File: src/rtl/dual_overwriting_retention_queue_core_defines.svh
// Assertion macros shared by the queue core.
`ifndef DUAL_OVERWRITING_RETENTION_QUEUE_CORE_DEFINES_SVH
`define DUAL_OVERWRITING_RETENTION_QUEUE_CORE_DEFINES_SVH

// Consequent checked in the same cycle as the antecedent.
`define DORQ_ASSERT_SAME(label, clk, rst_n, ante, cons, msg) \
    label: assert property (@(posedge clk) disable iff (!rst_n) (ante) |-> (cons)) \
        else $error(msg);

// Consequent checked in the cycle after the antecedent.
`define DORQ_ASSERT_NEXT(label, clk, rst_n, ante, cons, msg) \
    label: assert property (@(posedge clk) disable iff (!rst_n) (ante) |=> (cons)) \
        else $error(msg);

`endif

File: src/rtl/dorq_pkg.sv
package dorq_pkg;

    // Queue geometry
    localparam int QUEUE_DEPTH   = 16;
    localparam int PAYLOAD_WIDTH = 64;
    localparam int PTR_W         = $clog2(QUEUE_DEPTH);
    localparam int CNT_W         = $clog2(QUEUE_DEPTH + 1);
    localparam int DIFF_W        = CNT_W + 1;

    // Shared entry memory: both queues, queue select is the address MSB
    localparam int MEM_AW        = PTR_W + 1;
    localparam int MEM_DEPTH     = 2 ** MEM_AW;
    localparam int ENTRY_W       = PAYLOAD_WIDTH + 40;

    // Port field widths
    localparam int MODE_W        = 3;
    localparam int PORT_PAY_W    = 64;
    localparam int ALERT_W       = 8;
    localparam int TIME_W        = 32;
    localparam int FILL_W        = 5;
    localparam int LOSS_W        = 16;

    typedef enum logic [MODE_W-1:0] {
        MODE_PUSH_ROUTINE   = 3'd0,
        MODE_PUSH_ALERT     = 3'd1,
        MODE_PEEK_ALERT     = 3'd2,
        MODE_PEEK_ROUTINE   = 3'd3,
        MODE_COMMIT_ALERT   = 3'd4,
        MODE_COMMIT_ROUTINE = 3'd5
    } t_mode;

    typedef struct packed {
        logic [FILL_W-1:0] alert_fill;
        logic [FILL_W-1:0] routine_fill;
        logic [LOSS_W-1:0] alert_losses;
        logic [LOSS_W-1:0] routine_losses;
        logic              pending;
    } t_status;

endpackage

File: src/rtl/dorq_ifs.sv
// Request channel: one queue operation per request.
interface dorq_req_if;
    import dorq_pkg::*;

    logic                  valid;
    logic                  ready;
    logic [MODE_W-1:0]     mode;
    logic [PORT_PAY_W-1:0] payload;
    logic [ALERT_W-1:0]    alert_flags;
    logic [TIME_W-1:0]     timestamp;

    modport source (output valid, mode, payload, alert_flags, timestamp, input ready);
    modport sink   (input valid, mode, payload, alert_flags, timestamp, output ready);
endinterface

// Response channel: one status/entry record per request.
interface dorq_rsp_if;
    import dorq_pkg::*;

    logic                  valid;
    logic                  ready;
    logic                  found;
    logic [PORT_PAY_W-1:0] entry_payload;
    logic [ALERT_W-1:0]    entry_alerts;
    logic [TIME_W-1:0]     entry_time;
    logic [FILL_W-1:0]     alert_fill;
    logic [FILL_W-1:0]     routine_fill;
    logic [LOSS_W-1:0]     alert_losses;
    logic [LOSS_W-1:0]     routine_losses;
    logic                  pending;

    modport source (output valid, found, entry_payload, entry_alerts, entry_time,
                    alert_fill, routine_fill, alert_losses, routine_losses, pending,
                    input ready);
    modport sink   (input valid, found, entry_payload, entry_alerts, entry_time,
                    alert_fill, routine_fill, alert_losses, routine_losses, pending,
                    output ready);
endinterface

File: src/rtl/dorq_ram.sv
// Simple dual-port RAM, one write and one registered read per cycle.
module dorq_ram #(
    parameter int   DEPTH = 32,
    parameter int   WIDTH = 8,
    localparam int  AW    = $clog2(DEPTH)
) (
    input  logic             i_clk,
    input  logic             i_wr_en,
    input  logic [AW-1:0]    i_wr_addr,
    input  logic [WIDTH-1:0] i_wr_data,
    input  logic             i_rd_en,
    input  logic [AW-1:0]    i_rd_addr,
    output logic [WIDTH-1:0] o_rd_data
);

    logic [WIDTH-1:0] mem [DEPTH];
    logic [WIDTH-1:0] r_rd_data;

    always_ff @(posedge i_clk) begin
        if (i_wr_en) begin
            mem[i_wr_addr] <= i_wr_data;
        end
    end

    // read data holds until the next read
    always_ff @(posedge i_clk) begin
        if (i_rd_en) begin
            r_rd_data <= mem[i_rd_addr];
        end
    end

    assign o_rd_data = r_rd_data;

endmodule

File: src/rtl/dual_overwriting_retention_queue_core.sv
// Two overwriting ring queues (routine and alert) sharing one entry RAM.
// i_req carries one operation per request: push routine/alert, peek
// alert/routine, commit alert/routine (other mode codes report status only).
// A push stores payload, alert flags and timestamp at the head; on a full
// queue it overwrites the oldest entry and bumps that queue's 16-bit drop
// counter. A peek reads the oldest entry without removing it; a commit
// drops it. o_rsp returns exactly one record per request: peek data (zero
// unless found) plus both fill levels, both drop counters and pending.
// The response passes through the middle stage (RAM read) and the output
// register. Throughput: one request per cycle while o_rsp is not stalled;
// pointers and counters update in the accept cycle, so each RAM read and
// write touches a settled address. A stalled receiver holds the output
// register; one more request is then taken into the middle stage before
// i_req.ready drops.
// Reset (synchronous, active low) empties both queues and clears the drop
// counters; the RAM is not cleared since only written entries are read.
`include "dual_overwriting_retention_queue_core_defines.svh"

module dual_overwriting_retention_queue_core (
    input  logic        i_clk,
    input  logic        i_rst_n,
    dorq_req_if.sink    i_req,
    dorq_rsp_if.source  o_rsp
);
    import dorq_pkg::*;

    // queue state
    logic [PTR_W-1:0]   r_rt_wptr, n_rt_wptr, r_al_wptr, n_al_wptr;
    logic [CNT_W-1:0]   r_rt_cnt, n_rt_cnt, r_al_cnt, n_al_cnt;
    logic [LOSS_W-1:0]  r_rt_drops, n_rt_drops, r_al_drops, n_al_drops;

    // request decode
    logic               acc;
    t_mode              mode;
    logic               sel_alert, is_push, is_peek, is_commit;
    logic               full;
    logic [PTR_W-1:0]   cur_wptr, nxt_wptr, old_idx;
    logic [CNT_W-1:0]   cur_cnt, nxt_cnt;
    logic [LOSS_W-1:0]  cur_drops, nxt_drops;
    logic [DIFF_W-1:0]  diff;

    // RAM port
    logic               mem_wr_en, mem_rd_en;
    logic [MEM_AW-1:0]  wr_addr, rd_addr;
    logic [ENTRY_W-1:0] wr_data, rd_data;

    // middle stage and output register
    logic               r_s1_valid, r_s1_found;
    t_status            r_s1_status, n_status;
    logic               r_out_valid, r_out_found;
    logic [PORT_PAY_W-1:0] r_out_payload;
    logic [ALERT_W-1:0] r_out_alerts;
    logic [TIME_W-1:0]  r_out_time;
    t_status            r_out_status;
    logic               s1_adv, req_ready;

    assign acc = i_req.valid && req_ready;

    // mode decode
    always_comb begin
        mode      = t_mode'(i_req.mode);
        sel_alert = 1'b0;
        is_push   = 1'b0;
        is_peek   = 1'b0;
        is_commit = 1'b0;
        case (mode)
            MODE_PUSH_ROUTINE:   is_push = 1'b1;
            MODE_PUSH_ALERT: begin
                is_push   = 1'b1;
                sel_alert = 1'b1;
            end
            MODE_PEEK_ALERT: begin
                is_peek   = 1'b1;
                sel_alert = 1'b1;
            end
            MODE_PEEK_ROUTINE:   is_peek = 1'b1;
            MODE_COMMIT_ALERT: begin
                is_commit = 1'b1;
                sel_alert = 1'b1;
            end
            MODE_COMMIT_ROUTINE: is_commit = 1'b1;
            default: ;
        endcase
    end

    // selected queue, next pointer/count/drops, oldest index
    always_comb begin
        cur_wptr  = sel_alert ? r_al_wptr  : r_rt_wptr;
        cur_cnt   = sel_alert ? r_al_cnt   : r_rt_cnt;
        cur_drops = sel_alert ? r_al_drops : r_rt_drops;
        full      = (cur_cnt == CNT_W'(QUEUE_DEPTH));

        nxt_wptr  = cur_wptr;
        nxt_cnt   = cur_cnt;
        nxt_drops = cur_drops;
        if (is_push) begin
            nxt_wptr = (cur_wptr == PTR_W'(QUEUE_DEPTH - 1)) ? '0 : cur_wptr + 1'b1;
            if (full) begin
                nxt_drops = cur_drops + 1'b1;
            end else begin
                nxt_cnt = cur_cnt + 1'b1;
            end
        end
        if (is_commit && (cur_cnt != '0)) begin
            nxt_cnt = cur_cnt - 1'b1;
        end

        // oldest = (wptr - cnt) mod depth
        diff    = DIFF_W'(cur_wptr) - DIFF_W'(cur_cnt);
        old_idx = diff[DIFF_W-1] ? PTR_W'(diff + DIFF_W'(QUEUE_DEPTH)) : PTR_W'(diff);
    end

    // state next values
    always_comb begin
        n_rt_wptr  = r_rt_wptr;
        n_rt_cnt   = r_rt_cnt;
        n_rt_drops = r_rt_drops;
        n_al_wptr  = r_al_wptr;
        n_al_cnt   = r_al_cnt;
        n_al_drops = r_al_drops;
        if (acc) begin
            if (sel_alert) begin
                n_al_wptr  = nxt_wptr;
                n_al_cnt   = nxt_cnt;
                n_al_drops = nxt_drops;
            end else begin
                n_rt_wptr  = nxt_wptr;
                n_rt_cnt   = nxt_cnt;
                n_rt_drops = nxt_drops;
            end
        end
        n_status.alert_fill     = FILL_W'(n_al_cnt);
        n_status.routine_fill   = FILL_W'(n_rt_cnt);
        n_status.alert_losses   = n_al_drops;
        n_status.routine_losses = n_rt_drops;
        n_status.pending        = (n_al_cnt != '0) || (n_rt_cnt != '0);
    end

    always_ff @(posedge i_clk) begin
        if (!i_rst_n) begin
            r_rt_wptr  <= '0;
            r_rt_cnt   <= '0;
            r_rt_drops <= '0;
            r_al_wptr  <= '0;
            r_al_cnt   <= '0;
            r_al_drops <= '0;
        end else begin
            r_rt_wptr  <= n_rt_wptr;
            r_rt_cnt   <= n_rt_cnt;
            r_rt_drops <= n_rt_drops;
            r_al_wptr  <= n_al_wptr;
            r_al_cnt   <= n_al_cnt;
            r_al_drops <= n_al_drops;
        end
    end

    // entry RAM: push writes at the head, peek reads the oldest
    assign mem_wr_en = acc && is_push;
    assign wr_addr   = {sel_alert, cur_wptr};
    assign wr_data   = {i_req.alert_flags, i_req.timestamp,
                        i_req.payload[PAYLOAD_WIDTH-1:0]};
    assign mem_rd_en = acc && is_peek;
    assign rd_addr   = {sel_alert, old_idx};

    dorq_ram #(
        .DEPTH (MEM_DEPTH),
        .WIDTH (ENTRY_W)
    ) u_ram (
        .i_clk     (i_clk),
        .i_wr_en   (mem_wr_en),
        .i_wr_addr (wr_addr),
        .i_wr_data (wr_data),
        .i_rd_en   (mem_rd_en),
        .i_rd_addr (rd_addr),
        .o_rd_data (rd_data)
    );

    // handshake between stages
    assign s1_adv    = r_s1_valid && (!r_out_valid || o_rsp.ready);
    assign req_ready = !r_s1_valid || s1_adv;

    always_ff @(posedge i_clk) begin
        if (!i_rst_n) begin
            r_s1_valid  <= 1'b0;
            r_out_valid <= 1'b0;
        end else begin
            if (acc) begin
                r_s1_valid <= 1'b1;
            end else if (s1_adv) begin
                r_s1_valid <= 1'b0;
            end
            if (s1_adv) begin
                r_out_valid <= 1'b1;
            end else if (o_rsp.ready) begin
                r_out_valid <= 1'b0;
            end
        end
    end

    // payload registers
    always_ff @(posedge i_clk) begin
        if (acc) begin
            r_s1_found  <= is_peek && (cur_cnt != '0);
            r_s1_status <= n_status;
        end
        if (s1_adv) begin
            r_out_found   <= r_s1_found;
            r_out_payload <= r_s1_found ? PORT_PAY_W'(rd_data[PAYLOAD_WIDTH-1:0]) : '0;
            r_out_alerts  <= r_s1_found ? rd_data[ENTRY_W-1 -: ALERT_W] : '0;
            r_out_time    <= r_s1_found ? rd_data[PAYLOAD_WIDTH +: TIME_W] : '0;
            r_out_status  <= r_s1_status;
        end
    end

    assign i_req.ready          = req_ready;
    assign o_rsp.valid          = r_out_valid;
    assign o_rsp.found          = r_out_found;
    assign o_rsp.entry_payload  = r_out_payload;
    assign o_rsp.entry_alerts   = r_out_alerts;
    assign o_rsp.entry_time     = r_out_time;
    assign o_rsp.alert_fill     = r_out_status.alert_fill;
    assign o_rsp.routine_fill   = r_out_status.routine_fill;
    assign o_rsp.alert_losses   = r_out_status.alert_losses;
    assign o_rsp.routine_losses = r_out_status.routine_losses;
    assign o_rsp.pending        = r_out_status.pending;

    // checks
    `DORQ_ASSERT_SAME(a_fill_bound, i_clk, i_rst_n, 1'b1, (r_rt_cnt <= CNT_W'(QUEUE_DEPTH)) && (r_al_cnt <= CNT_W'(QUEUE_DEPTH)), "queue fill above depth")
    `DORQ_ASSERT_NEXT(a_rt_drop, i_clk, i_rst_n, acc && is_push && full && !sel_alert, r_rt_drops == LOSS_W'($past(r_rt_drops) + 1'b1), "routine overwrite not counted")
    `DORQ_ASSERT_NEXT(a_al_drop, i_clk, i_rst_n, acc && is_push && full && sel_alert, r_al_drops == LOSS_W'($past(r_al_drops) + 1'b1), "alert overwrite not counted")
    `DORQ_ASSERT_NEXT(a_peek_hit, i_clk, i_rst_n, acc && is_peek && (cur_cnt != '0), r_s1_valid && r_s1_found, "peek on filled queue lost")

endmodule

File: src/flat_wrapper.sv
// flat-port wrapper written by rule: the top's interface ports become plain ports
module dual_overwriting_retention_queue_core_flat import dorq_pkg::*;
  (i_clk, i_rst_n, i_req_valid, i_req_mode, i_req_payload, i_req_alert_flags, i_req_timestamp, i_req_ready, o_rsp_valid, o_rsp_found, o_rsp_entry_payload, o_rsp_entry_alerts, o_rsp_entry_time, o_rsp_alert_fill, o_rsp_routine_fill, o_rsp_alert_losses, o_rsp_routine_losses, o_rsp_pending, o_rsp_ready);
  dorq_req_if i_req_i ();
  dorq_rsp_if o_rsp_i ();
  input  logic i_clk;
  input  logic i_rst_n;
  input wire logic [$bits(i_req_i.valid)-1:0] i_req_valid;
  input wire logic [$bits(i_req_i.mode)-1:0] i_req_mode;
  input wire logic [$bits(i_req_i.payload)-1:0] i_req_payload;
  input wire logic [$bits(i_req_i.alert_flags)-1:0] i_req_alert_flags;
  input wire logic [$bits(i_req_i.timestamp)-1:0] i_req_timestamp;
  output wire logic [$bits(i_req_i.ready)-1:0] i_req_ready;
  output wire logic [$bits(o_rsp_i.valid)-1:0] o_rsp_valid;
  output wire logic [$bits(o_rsp_i.found)-1:0] o_rsp_found;
  output wire logic [$bits(o_rsp_i.entry_payload)-1:0] o_rsp_entry_payload;
  output wire logic [$bits(o_rsp_i.entry_alerts)-1:0] o_rsp_entry_alerts;
  output wire logic [$bits(o_rsp_i.entry_time)-1:0] o_rsp_entry_time;
  output wire logic [$bits(o_rsp_i.alert_fill)-1:0] o_rsp_alert_fill;
  output wire logic [$bits(o_rsp_i.routine_fill)-1:0] o_rsp_routine_fill;
  output wire logic [$bits(o_rsp_i.alert_losses)-1:0] o_rsp_alert_losses;
  output wire logic [$bits(o_rsp_i.routine_losses)-1:0] o_rsp_routine_losses;
  output wire logic [$bits(o_rsp_i.pending)-1:0] o_rsp_pending;
  input wire logic [$bits(o_rsp_i.ready)-1:0] o_rsp_ready;
  assign i_req_i.valid = i_req_valid;
  assign i_req_i.mode = i_req_mode;
  assign i_req_i.payload = i_req_payload;
  assign i_req_i.alert_flags = i_req_alert_flags;
  assign i_req_i.timestamp = i_req_timestamp;
  assign i_req_ready = i_req_i.ready;
  assign o_rsp_valid = o_rsp_i.valid;
  assign o_rsp_found = o_rsp_i.found;
  assign o_rsp_entry_payload = o_rsp_i.entry_payload;
  assign o_rsp_entry_alerts = o_rsp_i.entry_alerts;
  assign o_rsp_entry_time = o_rsp_i.entry_time;
  assign o_rsp_alert_fill = o_rsp_i.alert_fill;
  assign o_rsp_routine_fill = o_rsp_i.routine_fill;
  assign o_rsp_alert_losses = o_rsp_i.alert_losses;
  assign o_rsp_routine_losses = o_rsp_i.routine_losses;
  assign o_rsp_pending = o_rsp_i.pending;
  assign o_rsp_i.ready = o_rsp_ready;
  dual_overwriting_retention_queue_core u_core (.i_clk(i_clk), .i_rst_n(i_rst_n), .i_req(i_req_i), .o_rsp(o_rsp_i));
endmodule
File: config.mk
export PLATFORM = sky130hd
export DESIGN_NAME = dual_overwriting_retention_queue_core_flat
export DESIGN_NICKNAME = d
export VERILOG_FILES = /design/src/rtl/dorq_pkg.sv /design/src/rtl/dorq_ifs.sv /design/src/rtl/dorq_ram.sv /design/src/rtl/dual_overwriting_retention_queue_core.sv /design/src/flat_wrapper.sv
export VERILOG_INCLUDE_DIRS = /design/src /design/src/rtl
export SDC_FILE = /design/constraint.sdc
export NUM_CORES = 2
export LEC_CHECK = 0
export BUFFER_PORTS_ARGS = -buffer_cell sky130_fd_sc_hd__buf_2
export CAP_MARGIN = 0
export CORE_MARGIN = 4
export CORE_UTILIZATION = 55
export CTS_BUF_LIST = sky130_fd_sc_hd__clkbuf_2 sky130_fd_sc_hd__clkbuf_4 sky130_fd_sc_hd__clkbuf_8
export DETAILED_ROUTE_END_ITERATION = 10
export HOLD_SLACK_MARGIN = 0.08
export PLACE_DENSITY = 0.79
export SYNTH_ARGS = -nofsm -noshare
export SYNTH_HDL_FRONTEND = slang
export SYNTH_SLANG_ARGS = --single-unit
File: constraint.sdc
create_clock -name i_clk -period 15 [get_ports i_clk]
set_input_delay 1.5 -clock i_clk [delete_from_list [all_inputs] [get_ports i_clk]]
set_output_delay 1.5 -clock i_clk [all_outputs]
set_load 0.05 [all_outputs]
Word-level counts from Yosys, hierarchy flattened
Memories as Yosys holds them, arrays and structs flattened. A register that Yosys moved wholly into a read port is not among the register bits.
Cells that the tools add are included.
Cells by class
  muxes and demuxes: 29
  reductions and logical operators: 23
  equality and inequality tests: 7
  bitwise operators: 1
  $add $sub $neg: 6
Operator list (number)
  $mux W16: 7
  $mux W5: 8
  $add A16 B1 Y16 const B: 1
  $mux W4: 4
  $reduce_bool A5 Y1: 3
  $mux W1: 10
  $add A4 B1 Y4 const B: 2
  $eq A3 B2 Y1 const B: 2
  $eq A3 B3 Y1 const B: 2
  $logic_and A1 B1 Y1: 6
  $reduce_or A2 Y1: 3
  $sub A4 B5 Y6: 1
  $add A5 B1 Y5 const B: 1
  $eq A5 B5 Y1 const B: 1
  $sub A5 B1 Y5 const B: 1
  $eq A4 B4 Y1 const B: 1
  $reduce_and A2 Y1: 2
  $reduce_bool A2 Y1: 2
  $eq A3 B1 Y1 const B: 1
  $logic_not A3 Y1: 1
  $logic_or A1 B1 Y1: 3
  $reduce_or A3 Y1: 1
  $logic_not A1 Y1: 2
  $not A1 Y1: 1
Word-level totals
  bits in registers: 244
  output and inout port bits: 150
  RAM bits: 3328
  memories kept: 1
  input port bits: 111
Memories
  u_core.u_ram.mem: words 32, width 104, read ports 1, clocked after memory_dff 1, wr ports 1, line dorq_ram.sv:16  | logic [WIDTH-1:0] mem [DEPTH];

Depth between registers and ports, before layout
  depth in word-level cells: 12
  gate-level depth with buffers: 17
  depth with buffers taken out: 12

Cells and area by module
A second synthesis with hierarchy kept.
Unflattened totals
  cells, all modules: 6746
  area total of the unflattened synthesis: 139232.3 um2
By module, submodules not included
  dorq_ram: times used 1, cells each 6040, area an instance 129481.7 um2
  dual_overwriting_retention_queue_core: times used 1, cells each 706, area an instance 9750.6 um2

Worst setup path before layout
OpenSTA, ideal clock, no wires.
  path type: input to register
  start point: in i_req_mode[1]
  end point: mem u_core.u_ram.mem[0][0] (netlist bit) (enable)
  data arrival time: 13058 ps
  slack: 1121 ps
  stages: 9
  setup time: 821 ps
  cell sequence: buf_6 > o21a_1 > buf_6 > nor3_1 > clkbuf_1 > mux2i_1 > ha_1 > nand2_1 > nor4_1
On the way
  longest elaborated chain between the ends: 6
  elaborated cells between the ends (all ways): 12
RTL lines
  start: declaration: line flat_wrapper.sv:9  | input wire logic [$bits(i_req_i.mode)-1:0] i_req_mode;
  $eq A3 B1 Y1 / $logic_not A3 Y1 (equally long branches): line dual_overwriting_retention_queue_core.sv:66  | case (mode)
  $reduce_or A2 Y1 (no line)
  $mux W1: line dual_overwriting_retention_queue_core.sv:66
  $logic_and A1 B1 Y1: line dual_overwriting_retention_queue_core.sv:158  | assign mem_wr_en = acc && is_push;
  $mux W1: line dorq_ram.sv:20  | if (i_wr_en) begin
  $mux W1 (not written as such): line dorq_ram.sv:21  | mem[i_wr_addr] <= i_wr_data;
  end: declaration: line dorq_ram.sv:16
Several ways; a longest one is shown, not always the timed one.

Worst setup path after layout
  start point: in i_req_mode[1]
  end point: reg u_core.u_ram.r_rd_data[97], in the netlist u_core.u_ram.o_rd_data[97] (read register of u_core.u_ram.mem), data pin
On the way
  longest elaborated chain between the ends: 7
  elaborated cells between the ends (all ways): 14
RTL lines
  $eq A3 B1 Y1 (tied with other cells): line dual_overwriting_retention_queue_core.sv:66
  $reduce_or A3 Y1 (no line)
  $mux W1: line dual_overwriting_retention_queue_core.sv:66
  $mux W4 / $mux W5 (equally long branches): line dual_overwriting_retention_queue_core.sv:88, dual_overwriting_retention_queue_core.sv:89
  $sub A4 B5 Y6: line dual_overwriting_retention_queue_core.sv:109  | diff = DIFF_W'(cur_wptr) - DIFF_W'(cur_cnt);
  $add A4 B1 Y4: line dual_overwriting_retention_queue_core.sv:110  | old_idx = diff[DIFF_W-1] ? PTR_W'(diff + DIFF_W'(QUEUE_DEPTH)) : PTR_W'(diff);
  $mux W4: line dual_overwriting_retention_queue_core.sv:110
  end: declaration: line dorq_ram.sv:17  | logic [WIDTH-1:0] r_rd_data;
Several ways; a longest one is shown, not always the timed one.
A chain may end at the register's enable or synchronous reset.

==> tab_implementation.tex <==
\begin{tabular}{lr}
\hline
Metric & Value \\
\hline
\multicolumn{2}{l}{\textbf{Placed design}} \\
GPL Wtd Cong & 0.803 \\
Post-DP HPWL & 161000 microns \\
Setup slack after placement & 7130 ps \\
I/O Buffers & 260 \\
\multicolumn{2}{l}{\textbf{Worst setup path}} \\
Endpoint class of the critical path & flip-flop \\
Cell count of the worst reg-to-reg path & 12 \\
Worst Path Arrival & 7910 ps \\
Crit path from & i\_req\_mode[1] \\
Critical-path top delay cell & sky130\_fd\_sc\_hd\_\_buf\_4 \\
Most Frequent Cell on Critical Path & sky130\_fd\_sc\_hd\_\_buf\_4 \\
Element type at the critical path start & primary input \\
Startpoint-to-endpoint class of the critical path & primary input to flip-flop \\
Critical Path Max Stage Delay & 900 ps \\
Launch point of the worst reg-to-reg path & u\_core.r\_al\_cnt[1] \\
Kind of cell adding the most delay to the critical path & buffers and inverters \\
Worst-path fanout max & 75 \\
Data required time at the worst endpoint & 15930 ps \\
Cell Chain, Critical Path & buf\_2, o21a\_1, nor3\_2, buf\_4, mux2i\_1, ha\_4, inv\_1, ha\_4, a211o\_4, buf\_4, nand2\_4, buf\_4, buf\_4, nand2\_1, a311oi\_1, a31o\_1 \\
Number of buffers and inverters on the critical path & 6 \\
Path length in cells of the critical path & 16 \\
\multicolumn{2}{l}{\textbf{Clocking}} \\
Count of buffers added by post-CTS timing repair for setup & 0 \\
Post-cts gate resize count & 0 \\
Clk Tree Root Cell & sky130\_fd\_sc\_hd\_\_clkbuf\_8 \\
Number of clock sinks seen by CTS & 3676 \\
\# H-tree levels & 6 \\
CTS Hold Bufs & 0 \\
Total clock buffers created by CTS & 567 \\
Clk slew on worst S/H paths & 60 ps \\
TritonCTS clock tree & done \\
Maximum root-to-sink buffer count & 4 \\
Clock Latency Late Sink & 1130 ps \\
\multicolumn{2}{l}{\textbf{Synthesis}} \\
Top-count cell post-synth & sky130\_fd\_sc\_hd\_\_edfxtp\_1 \\
Warnings from Yosys & 0 \\
Proportion of synthesized chip area in sequential cells & 78.5\% \\
Number of distinct library cells after synthesis & 67 \\
Leading area contributor after synthesis & sky130\_fd\_sc\_hd\_\_edfxtp\_1 \\
EDFF count, synth & 3624 \\
Syn nets & 6747 \\
Leading post-synthesis cells by instance count & sky130\_fd\_sc\_hd\_\_edfxtp\_1 (3624), sky130\_fd\_sc\_hd\_\_mux4\_2 (832), sky130\_fd\_sc\_hd\_\_nand2\_1 (675) \\
Netlist area before placement & 0.140 sq mm \\
Number of storage elements in the synthesis netlist & 3676 \\
Synth area leaders & sky130\_fd\_sc\_hd\_\_edfxtp\_1 (78\%), sky130\_fd\_sc\_hd\_\_mux4\_2 (13\%), sky130\_fd\_sc\_hd\_\_nand2\_1 (1.8\%) \\
Share of Yosys cell area claimed by the top area cell type & 77.7\% \\
Main synth FF type & sky130\_fd\_sc\_hd\_\_edfxtp\_1 \\
Post-Synthesis Mean Instance Area & 21.1 sq um \\
Fraction of registers with async set or reset after synthesis & 0\% \\
Instance count of the mapped netlist & 6629 \\
\multicolumn{2}{l}{\textbf{Power and ir drop}} \\
Cell area power density & 151 mW/mm\^{}2 \\
Leak & 50.1 nW \\
Peak VDD IR & 0.000136 V \\
\multicolumn{2}{l}{\textbf{Detailed routing}} \\
Post-detailed-route count of antenna-violating nets & 0 \\
Overall via count from detail\_route & 72200 \\
Average wire per cell in the routed design & 31.6 microns \\
Initial DRC Count & 11000 \\
Total routed wirelength & 346000 microns \\
Number of search-and-repair iterations in the first detailed-routing pass & 8 \\
Number of remaining DRC errors & 0 \\
Mean number of vias per cell & 6.59 \\
\multicolumn{2}{l}{\textbf{Global routing}} \\
First-pass GRT wire length & 503000 microns \\
Global routing usage summed across all routing layers & 26.3\% \\
Number of antenna violations at the first check in global routing & 57 \\
Grt total ovfl & 0 \\
Largest net degree at the start of global routing & 157 \\
Vias in the first global route & 72700 \\
\multicolumn{2}{l}{\textbf{Floorplanning}} \\
Horizontal die dimension & 513 microns \\
Die Outline Area & 0.263 sq mm \\
Die extent in y & 513 microns \\
Starting density of the core & 55.5\% \\
Std-Cell Core Area & 0.252 sq mm \\
Site Rows & 184 \\
Top-level port count & 261 \\
\multicolumn{2}{l}{\textbf{STA}} \\
Endpoints failing setup & 0 \\
Number of failing hold endpoints at the final stage & 0 \\
Worst Slack Setup Final & 8020 ps \\
Setup repair after global routing missed its margin & no \\
Final number of max-transition violations & 0 \\
Timing-limited maximum frequency & 143 MHz \\
Shortest period the worst path allows & 6980 ps \\
Share of the clock period used by the worst path & 46.5\% \\
Headroom to the max-slew limit & 16.1\% \\
Worst clock skew on the final layout & 112 ps \\
Setup TNS Final & 0 ps \\
Transition time at the pin with the least slew margin & 1260 ps \\
\multicolumn{2}{l}{\textbf{Hold path}} \\
Worst Hold Launch & u\_core.r\_s1\_status[25] \\
Worst hold-check path type & flip-flop to flip-flop \\
Hold Path Stages & 0 \\
\multicolumn{2}{l}{\textbf{Finish}} \\
Total area of multi-input combinational cells & 0.0287 sq mm \\
Ratio of cells with drive above 1 in the final layout & 28.0\% \\
Register area & 0.110 sq mm \\
\# nets final & 7312 \\
Fill count & 16300 \\
Synthesis-to-finish area growth & 11.5\% \\
\multicolumn{2}{l}{\textbf{Status}} \\
Result of the run & finished clean \\
\multicolumn{2}{l}{\textbf{Run}} \\
Maxcap violations & 0 \\
\hline
\end{tabular}
-- cell usage in the layout, fill, tap and decap left out, drive strengths merged, types with 106 or more instances in the layout --
cell,Yosys,final
edfxtp,3624,3624
mux4,832,832
clkbuf,278,760
nand2,675,675
buf,113,387
nand3,229,229
clkinv,0,152
and2,149,149
and3,114,114
a211oi,109,109
a31o,106,106
-- final timing paths --
path	to	slack, ps
setup reg to reg	u_core.u_ram.o_rd_data[97]	8810
hold / removal	u_core.o_rsp.alert_losses[8]	420
setup / recovery	u_core.u_ram.o_rd_data[97]	8020
hold reg to reg	u_core.o_rsp.alert_losses[8]	420
-- flip-flops by register name, summed over array words and instances, names as in the netlist, 5 cells and up --
signal                       flops
u_core.r_rt_cnt                  5
u_core.o_rsp.routine_losses     16
u_core.o_rsp.entry_payload      64
u_core.o_rsp.alert_losses       16
u_core.o_rsp.alert_fill          5
u_core.r_s1_status              43
u_core.o_rsp.routine_fill        5
u_core.o_rsp.entry_time         32
u_core.u_ram.o_rd_data         104
u_core.r_rt_drops               16
u_core.r_al_drops               16
u_core.u_ram.mem              3328
u_core.r_al_cnt                  5
u_core.o_rsp.entry_alerts        8
-- cell type report --
cell class / instances / area share (%)
well taps: 3348 / 2.68
clock inverters: 191 / 0.788
diodes: 33 / 0.0529
multi-input cells: 2546 / 18.4
inverters: 16 / 0.0385
repair buffers: 387 / 1.67
clock buffers: 760 / 5.98
flip-flops and latches: 3676 / 70.4
-- per-stage QoR --
step	total power [W]	area (sq um)	hold slack [ps]	utilization, %	instances
final	0.0235	156000	417	61.9	11000
after global placement	0.0157	145000	402	57.6	9973
after global routing	0.0244	156000	425	61.8	10900
after detailed placement	0.0158	145000	405	57.6	9973
after floorplan	0.0146	140000	400	-	6629
after CTS	0.0236	156000	417	61.8	10900
-- layer usage --
layer	vias up	part of all wire [%]	wire [microns]	GRT usage, %
met4	20	3.4	11900	10.3
li1	28600	-	-	-
met3	825	13	44700	6.62
met5	-	0.046	160	0
met1	37200	35	123000	36.3
met2	5608	48	167000	41.0
-- cells by family (layout without fill, tap and decap cells) --
logic type      after synthesis  count (layout)  share of synthesized area [%]
simple gates               1272            1272                           4.21
other cells                   0              33                              0
buf+inv                     407            1354                           1.25
compound gates              386             386                           2.28
xor+xnor                     37              37                          0.237
fa+ha+maj                     7               7                         0.0626
flops                      3676            3676                           78.5
mux                         844             844                           13.5
-- worst register-to-register path: stages (launching register included) --
cell and delay, ps:
sky130_fd_sc_hd__dfxtp_1 330, sky130_fd_sc_hd__or4_4 590, sky130_fd_sc_hd__a211oi_1 580, sky130_fd_sc_hd__nor2b_1 170
sky130_fd_sc_hd__ha_4 220, sky130_fd_sc_hd__a211o_4 560, sky130_fd_sc_hd__buf_4 560, sky130_fd_sc_hd__nand2_4 520
sky130_fd_sc_hd__buf_4 840, sky130_fd_sc_hd__buf_4 920, sky130_fd_sc_hd__nand2_1 250, sky130_fd_sc_hd__a311oi_1 380
sky130_fd_sc_hd__a31o_1 160
-- power by group --
| part | switching (W) | leakage, nW | internal [W] |
|---|---|---|---|
| combinational | 0.00240 | 11.4 | 0.00167 |
| clock | 0.00369 | 5.56 | 0.00425 |
| sequential | 0.0000439 | 33.2 | 0.0114 |
| total | 0.00614 | 50.1 | 0.0174 |
(Power assumes the default switching activity.)
